### config.mk
export PLATFORM = sky130hd
export DESIGN_NAME = vmd_median7
export DESIGN_NICKNAME = d
export VERILOG_FILES = /design/src/rtl/vmd_pkg.sv /design/src/rtl/vmd_median7.sv
export SDC_FILE = /design/constraint.sdc
export NUM_CORES = 1
export LEC_CHECK = 0
export BUFFER_PORTS_ARGS = -buffer_cell sky130_fd_sc_hd__buf_2
export CORE_ASPECT_RATIO = 1.1
export CORE_MARGIN = 10
export CORE_UTILIZATION = 30
export DETAILED_ROUTE_END_ITERATION = 16
export PLACE_DENSITY_LB_ADDON = 0.3
export SYNTH_ARGS = -nofsm -noshare
export SYNTH_HDL_FRONTEND = slang
export SYNTH_SLANG_ARGS = --single-unit
export TNS_END_PERCENT = 1
### constraint.sdc
create_clock -name clk -period 19.1 [get_ports clk]
set_clock_uncertainty 0.15 [all_clocks]
set_input_delay 0 -clock clk [delete_from_list [all_inputs] [get_ports clk]]
set_output_delay 0 -clock clk [all_outputs]
set_load 0.01 [all_outputs]
### src/rtl/vmd_pkg.sv
// shared types and constants of the median-of-seven volume downsampler
package vmd_pkg;

    // voxel intensity
    typedef logic signed [15:0] vox_t;

    // width of size values and size compares
    localparam int unsigned SIZE_W = 11;
    localparam int unsigned HALF_W = 10;
    localparam int unsigned POSZ_W = 10;
    localparam int unsigned Z_LIMIT = 1024;

    // register index codes, taken from paddr[3:2]
    localparam logic [1:0] REG_SIZE_X = 2'd0;
    localparam logic [1:0] REG_SIZE_Y = 2'd1;
    localparam logic [1:0] REG_SIZE_Z = 2'd2;

    // per-item selection flags passed from the store control to the median unit
    typedef struct packed {
        logic im_clamp;
        logic ip_clamp;
        logic jm_clamp;
        logic jp_clamp;
        logic fwd_ctr;
        logic fwd_ip;
        logic fwd_jp;
        logic use_old;
        logic use_v;
        logic done;
    } sel_t;

endpackage

### src/rtl/vmd_median7.sv
// selection of the seven voxels and a three-stage median-of-seven network
module vmd_median7 (
    input  logic             clk,
    input  logic             rst_n,
    input  logic             en,
    input  logic             in_valid,
    input  vmd_pkg::sel_t    sel,
    input  vmd_pkg::vox_t    vox,
    input  vmd_pkg::vox_t    ee_a,
    input  vmd_pkg::vox_t    ee_b,
    input  vmd_pkg::vox_t    oe_a,
    input  vmd_pkg::vox_t    oe_b,
    input  vmd_pkg::vox_t    eo_a,
    input  vmd_pkg::vox_t    eo_b,
    output logic             out_valid,
    output vmd_pkg::vox_t    out_median,
    output logic             out_done
);

    typedef struct packed {
        vmd_pkg::vox_t lo;
        vmd_pkg::vox_t hi;
    } pair_t;

    function automatic pair_t cx(input vmd_pkg::vox_t a, input vmd_pkg::vox_t b);
        pair_t p;
        if (a > b)
        begin
            p.lo = b;
            p.hi = a;
        end
        else
        begin
            p.lo = a;
            p.hi = b;
        end
        return p;
    endfunction

    vmd_pkg::vox_t a_next [7];
    vmd_pkg::vox_t a_reg  [7];
    vmd_pkg::vox_t b_next [3];
    vmd_pkg::vox_t b_reg  [3];
    vmd_pkg::vox_t c_next;
    logic          a_vld_reg, b_vld_reg, c_vld_reg;
    logic          a_done_reg, b_done_reg, c_done_reg;
    vmd_pkg::vox_t c_reg;

    // stage a: pick the seven voxels, then the first three layers
    always_comb
    begin
        vmd_pkg::vox_t w [7];
        vmd_pkg::vox_t ctr;
        pair_t p, q;
        ctr  = sel.fwd_ctr ? vox : ee_a;
        w[0] = ctr;
        w[1] = sel.im_clamp ? ctr : oe_a;
        w[2] = sel.ip_clamp ? ctr : (sel.fwd_ip ? vox : oe_b);
        w[3] = sel.jm_clamp ? ctr : eo_a;
        w[4] = sel.jp_clamp ? ctr : (sel.fwd_jp ? vox : eo_b);
        w[5] = sel.use_old ? ee_b : ctr;
        w[6] = sel.use_v ? vox : ctr;
        p = cx(w[0], w[1]); w[0] = p.lo; w[1] = p.hi;
        q = cx(w[4], w[5]); w[4] = q.lo; w[5] = q.hi;
        p = cx(w[1], w[2]); w[1] = p.lo; w[2] = p.hi;
        q = cx(w[5], w[6]); w[5] = q.lo; w[6] = q.hi;
        p = cx(w[0], w[1]); w[0] = p.lo; w[1] = p.hi;
        q = cx(w[4], w[5]); w[4] = q.lo; w[5] = q.hi;
        a_next = w;
    end

    // stage b: layers four to six, only the middle three survive
    always_comb
    begin
        vmd_pkg::vox_t w [7];
        pair_t p;
        w = a_reg;
        p = cx(w[0], w[4]); w[0] = p.lo; w[4] = p.hi;
        p = cx(w[2], w[6]); w[2] = p.lo; w[6] = p.hi;
        p = cx(w[1], w[3]); w[1] = p.lo; w[3] = p.hi;
        p = cx(w[3], w[5]); w[3] = p.lo; w[5] = p.hi;
        p = cx(w[1], w[3]); w[1] = p.lo; w[3] = p.hi;
        b_next[0] = w[2];
        b_next[1] = w[3];
        b_next[2] = w[4];
    end

    // stage c: last three layers
    always_comb
    begin
        vmd_pkg::vox_t w2, w3, w4;
        pair_t p;
        w2 = b_reg[0];
        w3 = b_reg[1];
        w4 = b_reg[2];
        p = cx(w2, w3); w2 = p.lo; w3 = p.hi;
        p = cx(w3, w4); w3 = p.lo; w4 = p.hi;
        p = cx(w2, w3); w2 = p.lo; w3 = p.hi;
        c_next = w3;
    end

    always_ff @(posedge clk or negedge rst_n)
    begin
        if (!rst_n)
        begin
            a_vld_reg <= 1'b0;
            b_vld_reg <= 1'b0;
            c_vld_reg <= 1'b0;
        end
        else if (en)
        begin
            a_vld_reg <= in_valid;
            b_vld_reg <= a_vld_reg;
            c_vld_reg <= b_vld_reg;
        end
    end

    always_ff @(posedge clk)
    begin
        if (en)
        begin
            a_reg      <= a_next;
            a_done_reg <= sel.done;
            b_reg      <= b_next;
            b_done_reg <= a_done_reg;
            c_reg      <= c_next;
            c_done_reg <= b_done_reg;
        end
    end

    assign out_valid  = c_vld_reg;
    assign out_median = c_reg;
    assign out_done   = c_done_reg;

endmodule
**Yosys cells after proc, flatten, opt, wreduce, memory -nomap -nowiden**

Index checks and enable logic that the tools add are counted.

- Order comparisons: 14
- Multiplexer cells: 23

Operators by type and width:

| cell | number |
|---|---|
| $mux 32 | 11 |
| $gt 16x16->1 | 14 |
| $mux 16 | 12 |

- Register bits after elaboration: 182
- Bits of input ports: 126

**Logic depth before layout (Yosys ltp)**

Gate-level depths: netlist of the first run.

- Depth in word-level cells: 8
- Mapped depth: 38

**Worst setup path after synthesis of the first run**

Ideal clock, no wire load.

- Kind: input to register
- Start point: in sel[5] in the netlist's numbering
- End point: reg a_reg[16] in the netlist's numbering, data pin
- Arrival: 7.402 ns
- Data required time: 18.681 ns
- Slack: 11.279 ns
- Stages: 34
- Buffers on the path: 6
- Cells stage by stage: buf_2 buf_1 mux2_2 a21oi_1 inv_1 ha_1 nand4_2 a2111oi_1 nor3b_1 xnor2_1 nor2_1 buf_1 mux2i_1 ha_1 a21o_1 a21o_1 a21oi_1 o31ai_1 o22ai_1 clkbuf_1 nor3_1 a21oi_2 buf_2 nand3_1 and2_1 ha_1 o21a_1 o21a_1 o211ai_1 a21o_1 a21boi_0 o31ai_1 clkbuf_1 a31oi_1

RTL lines:

| what | RTL line | source |
|---|---|---|
| start: declaration | vmd_median7.sv:7 | `input vmd_pkg::sel_t sel,` |
| end signal: assignment | vmd_median7.sv:122 | `a_reg <= a_next;` |
| end: declaration | vmd_median7.sv:41 | `vmd_pkg::vox_t a_reg [7];` |

==> results.py, run 1 <==
metrics = {
    "outcome": {
        "status": "finished, final reports clean",
    },
    "place": {
        "hpwl_um": 47600,
        "dpl_worst_slack_ns": 9.42,
        "portBuffers": 143,
        "gp_congestion": 0.951,
    },
    "synthesis": {
        "ys_ff_latch": 182,
        "synth.cell_area_sq_mm": 0.0170,
        "synth_top_area_share_pct": 31.6,
        "syn_inst": 1798,
        "synth_cell_types": 63,
        "syn_avg_cell_area_sq_um": 9.45,
        "yosys_warnings": 0,
        "synth.area.top_cells": "edfxtp_1 (32%), ha_1 (16%), mux2i_1 (13%)",
        "synth_most_common_cell": "mux2i_1",
        "synth_common_cells": "mux2i_1 (229), ha_1 (222), inv_1 (203)",
        "ys_seq_area_share_pct": 32.1,
        "async_reset_ff_share_pct": 1.65,
        "synth_edf_count": 179,
        "ys.flop_type": "edfxtp_1",
        "synth_top_cell_by_area": "edfxtp_1",
        "syn_nets": 2146,
    },
    "clock_tree": {
        "hold_buffers": 33,
        "worstSkewPairLatency_ns": 0.45,
        "cts_buffers": 17,
        "cts-htree-levels": 4,
        "cts-root-buf": "clkbuf_16",
        "cts_resized": 0,
        "cts_setup_buffers": 0,
        "path_clk_slew_ns": 0.08,
        "cts.sink_count": 182,
        "cts_tree": "built",
        "clockBufferDepth": 2,
    },
    "routing": {
        "wl_per_cell_um": 21.3,
        "vias": 14100,
        "routed_wl_um": 57200,
        "drt_iter0_drc": 1132,
        "drcViolationCount": 0,
        "ant_nets": 0,
        "viasPerCell": 5.25,
        "firstDrtPassIters": 9,
    },
    "worst_setup_path": {
        "critPathRequiredTime_ns": 19.10,
        "worst_path_max_delay_cell": "o31a_1",
        "max_stage_delay_ns": 0.94,
        "rr_worst_depth": 30,
        "cp.arrival_ns": 9.24,
        "crit_type": "input port to register",
        "crit_fanout": 32,
        "crit_path_start_kind": "input port",
        "endpoint_kind": "register",
    },
    "sta": {
        "setup_viol": 0,
        "fin_crit_sh_pct": 48.4,
        "fin_setup_tns_ns": 0,
        "maxSlewHeadroom_pct": 16.8,
        "layout_setup_ws_ns": 9.86,
        "hold_viol": 0,
        "timing.final.crit_period_ns": 9.24,
        "fmax_mhz": 108,
        "tightest_slew_ns": 1.24,
        "grt_setup_unrepaired": "false",
        "drv_slew": 0,
    },
    "worst_hold_path": {
        "hp-class": "input port to register",
        "hold_path_depth": 7,
    },
    "final_layout": {
        "nets": 2283,
        "area_delta_synth_final_pct": 14.3,
        "n_antenna_cell": 0,
        "drive_above_1_share_pct": 15.0,
        "largest_register_ffs": 112,
    },
    "global_route": {
        "grt_pass1_vias": 14100,
        "grt.overflow.total": 0,
        "grt_start_max_net_pins": 76,
        "grt_pass1_wl_um": 85400,
        "antenna_found_initial": 0,
        "track_usage_pct": 16.8,
    },
    "die": {
        "fp.dieH_um": 270,
        "start_util_pct": 30.3,
        "placementRows": 91,
        "ios": 144,
        "core_area_sq_mm": 0.0561,
        "dieWidth_um": 247,
        "die_area_sq_mm": 0.0666,
    },
    "run": {
        "maxCapViolCount": 0,
    },
}
## layout make-up
cell class,count,area [sq um]
repair buffers,189,1150
clock buffers,17,425
well taps,744,931
fillers,5645,36700
flip-flops and latches,182,5450
inverters,204,766
multi-input cells,1341,10600
clock inverters,15,143
## layout by cell type (no fill, tap or decap), drive strengths merged, types with 4 or more instances in the layout
cell type / Yosys / layout
nor4: 6 / 6
dlygate4sd3: 0 / 33
a211oi: 5 / 5
nand2: 113 / 113
or3: 5 / 5
nor2b: 23 / 23
clkbuf: 52 / 17
a31oi: 36 / 36
nand2b: 7 / 7
nor2: 135 / 135
nor4b: 4 / 4
and2: 17 / 17
a222oi: 16 / 16
a21o: 40 / 40
edfxtp: 179 / 179
clkinv: 0 / 7
buf: 19 / 156
and4: 6 / 6
ha: 222 / 222
nand4: 38 / 38
and3: 4 / 4
mux2: 88 / 88
inv: 204 / 211
nand3: 29 / 29
o21ai: 98 / 98
a21oi: 111 / 111
nor3: 22 / 22
o21a: 43 / 43
o31ai: 6 / 6
mux2i: 231 / 231
## logic make-up (layout without fill, tap and decap cells)
logic type | Yosys count | count (layout) | share of synthesized area, %
AND/OR/NAND/NOR | 417 | 417 | 11.7
XOR/XNOR | 1 | 1 | 0.0515
flip-flops | 182 | 182 | 32.1
buffers and inverters | 275 | 425 | 6.23
AO/OA/AOI/OAI | 382 | 382 | 14.1
adder cells (fa/ha/maj) | 222 | 222 | 16.3
multiplexers | 319 | 319 | 19.5
## per-stage QoR
step | utilization [%] | area, sq um | hold WS (ns) | cells
3_3_place_gp | 33.0 | 18500 | -0.355 | 2627
3_5_place_dp | 33.0 | 18500 | -0.352 | 2627
6_report | 34.6 | 19400 | 0.0423 | 2692
4_1_cts | 34.6 | 19400 | 0.00968 | 2692
5_1_grt | 34.6 | 19400 | 0.0514 | 2692
2_1_floorplan | - | 17000 | -0.446 | 1798
## path summary, 6_finish.rpt
path / startpoint / endpoint / slack, ns
setup / recovery: sel[5] / a_reg[42] / 9.86
hold / removal: oe_b[0] / a_reg[64] / 0.04
setup reg to reg: b_reg[25] / out_median[0] / 11.26
hold reg to reg: b_done_reg / out_done / 0.28
max in group asynchronous: rst_n / out_valid / 18.37
min in group asynchronous: rst_n / a_vld_reg / 0.28
## routing by layer
layer / GRT usage [%] / part of all wire (%)
met1: 22.1 / 46
met2: 27.6 / 46
met3: 2.33 / 4.8
met4: 5.88 / 3.0
met5: 0 / 0
## critical path: cells and delay by family
family | cells | cell delay (ns)
buffers and inverters | 3 | 0.69
muxes | 2 | 0.99
xor gates and xnor gates | 1 | 0.22
AOI/OAI and AO/OA | 14 | 4.39
and+or+nand+nor | 8 | 2.00
adders and majority gates | 3 | 0.92
Power of run 1 is left out: the tool's default activity adds up to more than one toggle a clock period on the data nets, which glitch-free logic cannot reach.
==> run 2, diff against run 1 <==
==> constraint.sdc (replaced) <==
create_clock -name clk -period 9 [get_ports clk]
set_clock_uncertainty 0.15 [all_clocks]
set_input_delay 0 -clock clk [delete_from_list [all_inputs] [get_ports clk]]
set_output_delay 0 -clock clk [all_outputs]
set_load 0.01 [all_outputs]
==> results.py, run 2 (synthesis results as in run 1) <==
metrics = {
    "routing": {
        "routed_wl_um": 58200,
        "drcViolationCount": 0,
        "ant_nets": 0,
        "vias": 14300,
        "drt_iter0_drc": 1042,
        "wl_per_cell_um": 21.6,
        "viasPerCell": 5.30,
        "firstDrtPassIters": 7,
    },
    "sta": {
        "timing.final.crit_period_ns": 8.03,
        "grt_setup_unrepaired": "false",
        "tightest_slew_ns": 1.15,
        "drv_slew": 0,
        "hold_viol": 0,
        "fmax_mhz": 125,
        "fin_crit_sh_pct": 89.2,
        "setup_viol": 0,
        "maxSlewHeadroom_pct": 23.1,
        "fin_setup_tns_ns": 0,
    },
    "place": {
        "hpwl_um": 48300,
        "portBuffers": 143,
        "gp_congestion": 1.00,
    },
    "clock_tree": {
        "cts.sink_count": 182,
        "clockBufferDepth": 2,
        "cts-htree-levels": 4,
        "cts-root-buf": "clkbuf_16",
        "cts_tree": "built",
        "worstSkewPairLatency_ns": 0.45,
        "path_clk_slew_ns": 0.07,
        "cts_buffers": 17,
    },
    "global_route": {
        "grt.overflow.total": 0,
        "grt_pass1_wl_um": 87700,
        "grt_start_max_net_pins": 99,
        "grt_pass1_vias": 14300,
        "track_usage_pct": 17.3,
        "antenna_found_initial": 2,
    },
    "die": {
        "dieWidth_um": 247,
        "ios": 144,
        "placementRows": 91,
        "core_area_sq_mm": 0.0561,
        "die_area_sq_mm": 0.0666,
        "fp.dieH_um": 270,
        "start_util_pct": 30.3,
    },
    "worst_setup_path": {
        "rr_worst_depth": 25,
        "endpoint_kind": "register",
        "cp.arrival_ns": 8.18,
        "reg2reg_slack_ns": 1.62,
        "crit_fanout": 32,
        "critPathRequiredTime_ns": 9.15,
        "crit_type": "input port to register",
        "max_stage_delay_ns": 0.65,
        "crit_path_start_kind": "input port",
        "worst_path_max_delay_cell": "a2111oi_1",
    },
    "final_layout": {
        "layout_commonest_cell": "mux2i_1",
        "fill_cells": 5677,
        "area_delta_synth_final_pct": 14.4,
        "largest_register_ffs": 112,
        "nets": 2288,
        "multi_input_area_sq_mm": 0.0106,
        "drive_above_1_share_pct": 15.6,
        "seqCellArea_sq_mm": 0.00545,
        "layout_common_cells": "mux2i_1 (229), ha_1 (222), inv_1 (203)",
    },
    "worst_hold_path": {
        "hp-class": "input port to register",
        "hold_path_depth": 7,
    },
    "run": {
        "maxCapViolCount": 0,
    },
    "outcome": {
        "status": "finished, final reports clean",
    },
}
-- run 2: path summary, 6_finish.rpt --
check	end	start
max	a_reg[33]	sel[5]
min reg2reg	out_done	b_done_reg
min in group asynchronous	a_vld_reg	rst_n
max in group asynchronous	b_vld_reg	rst_n
max reg2reg	b_reg[16]	a_reg[89]
min	a_reg[64]	oe_b[0]
-- run 2: layout make-up --
type	instances	share of cell area [%]
Timing Repair Buffer	194	6.12
Tap cell	744	4.79
Sequential cell	182	28.0
Clock buffer	19	2.23
Antenna cell	1	0.0129
Clock inverter	13	0.586
Inverter	204	3.94
Multi-Input combinational cell	1341	54.3
-- run 2: stage by stage --
step	hold slack, ns	std cells	setup slack [ns]	util, %	instance area, sq um
2_1_floorplan	-0.446	1798	1.18	-	17000
3_3_place_gp	-0.355	2641	0.827	33.2	18700
3_5_place_dp	-0.353	2641	0.612	33.2	18700
4_1_cts	0.00816	2697	1.06	34.6	19400
5_1_grt	0.0565	2697	0.387	34.6	19400
6_report	0.0127	2698	0.968	34.6	19400
-- run 2: what timing repair did --
action,4_1_cts,5_1_grt
endpoints found under the hold margin,25,0
hold buffers,24,0
buffers inserted,0,0
resized for setup,0,0
-- run 2: worst max-delay path, delay by kind of cell --
kind                     cells  cell delay, ns
multiplexers                 3            1.35
AND/OR/NAND/NOR              8            1.35
adder cells (fa/ha/maj)      3            1.01
AO/OA/AOI/OAI               14            3.20
buffers and inverters        4            1.00
XOR/XNOR                     1            0.22
-- run 2: layer usage --
metal / share of wire [%] / up-vias / GRT usage, %
met5: 0.058 / - / 0
met4: 4.4 / 4 / 7.64
met2: 46 / 473 / 27.8
li1: - / 6897 / -
met1: 44 / 6821 / 22.1
met3: 5.7 / 110 / 3.14
Power of run 2 is left out for the same reason.
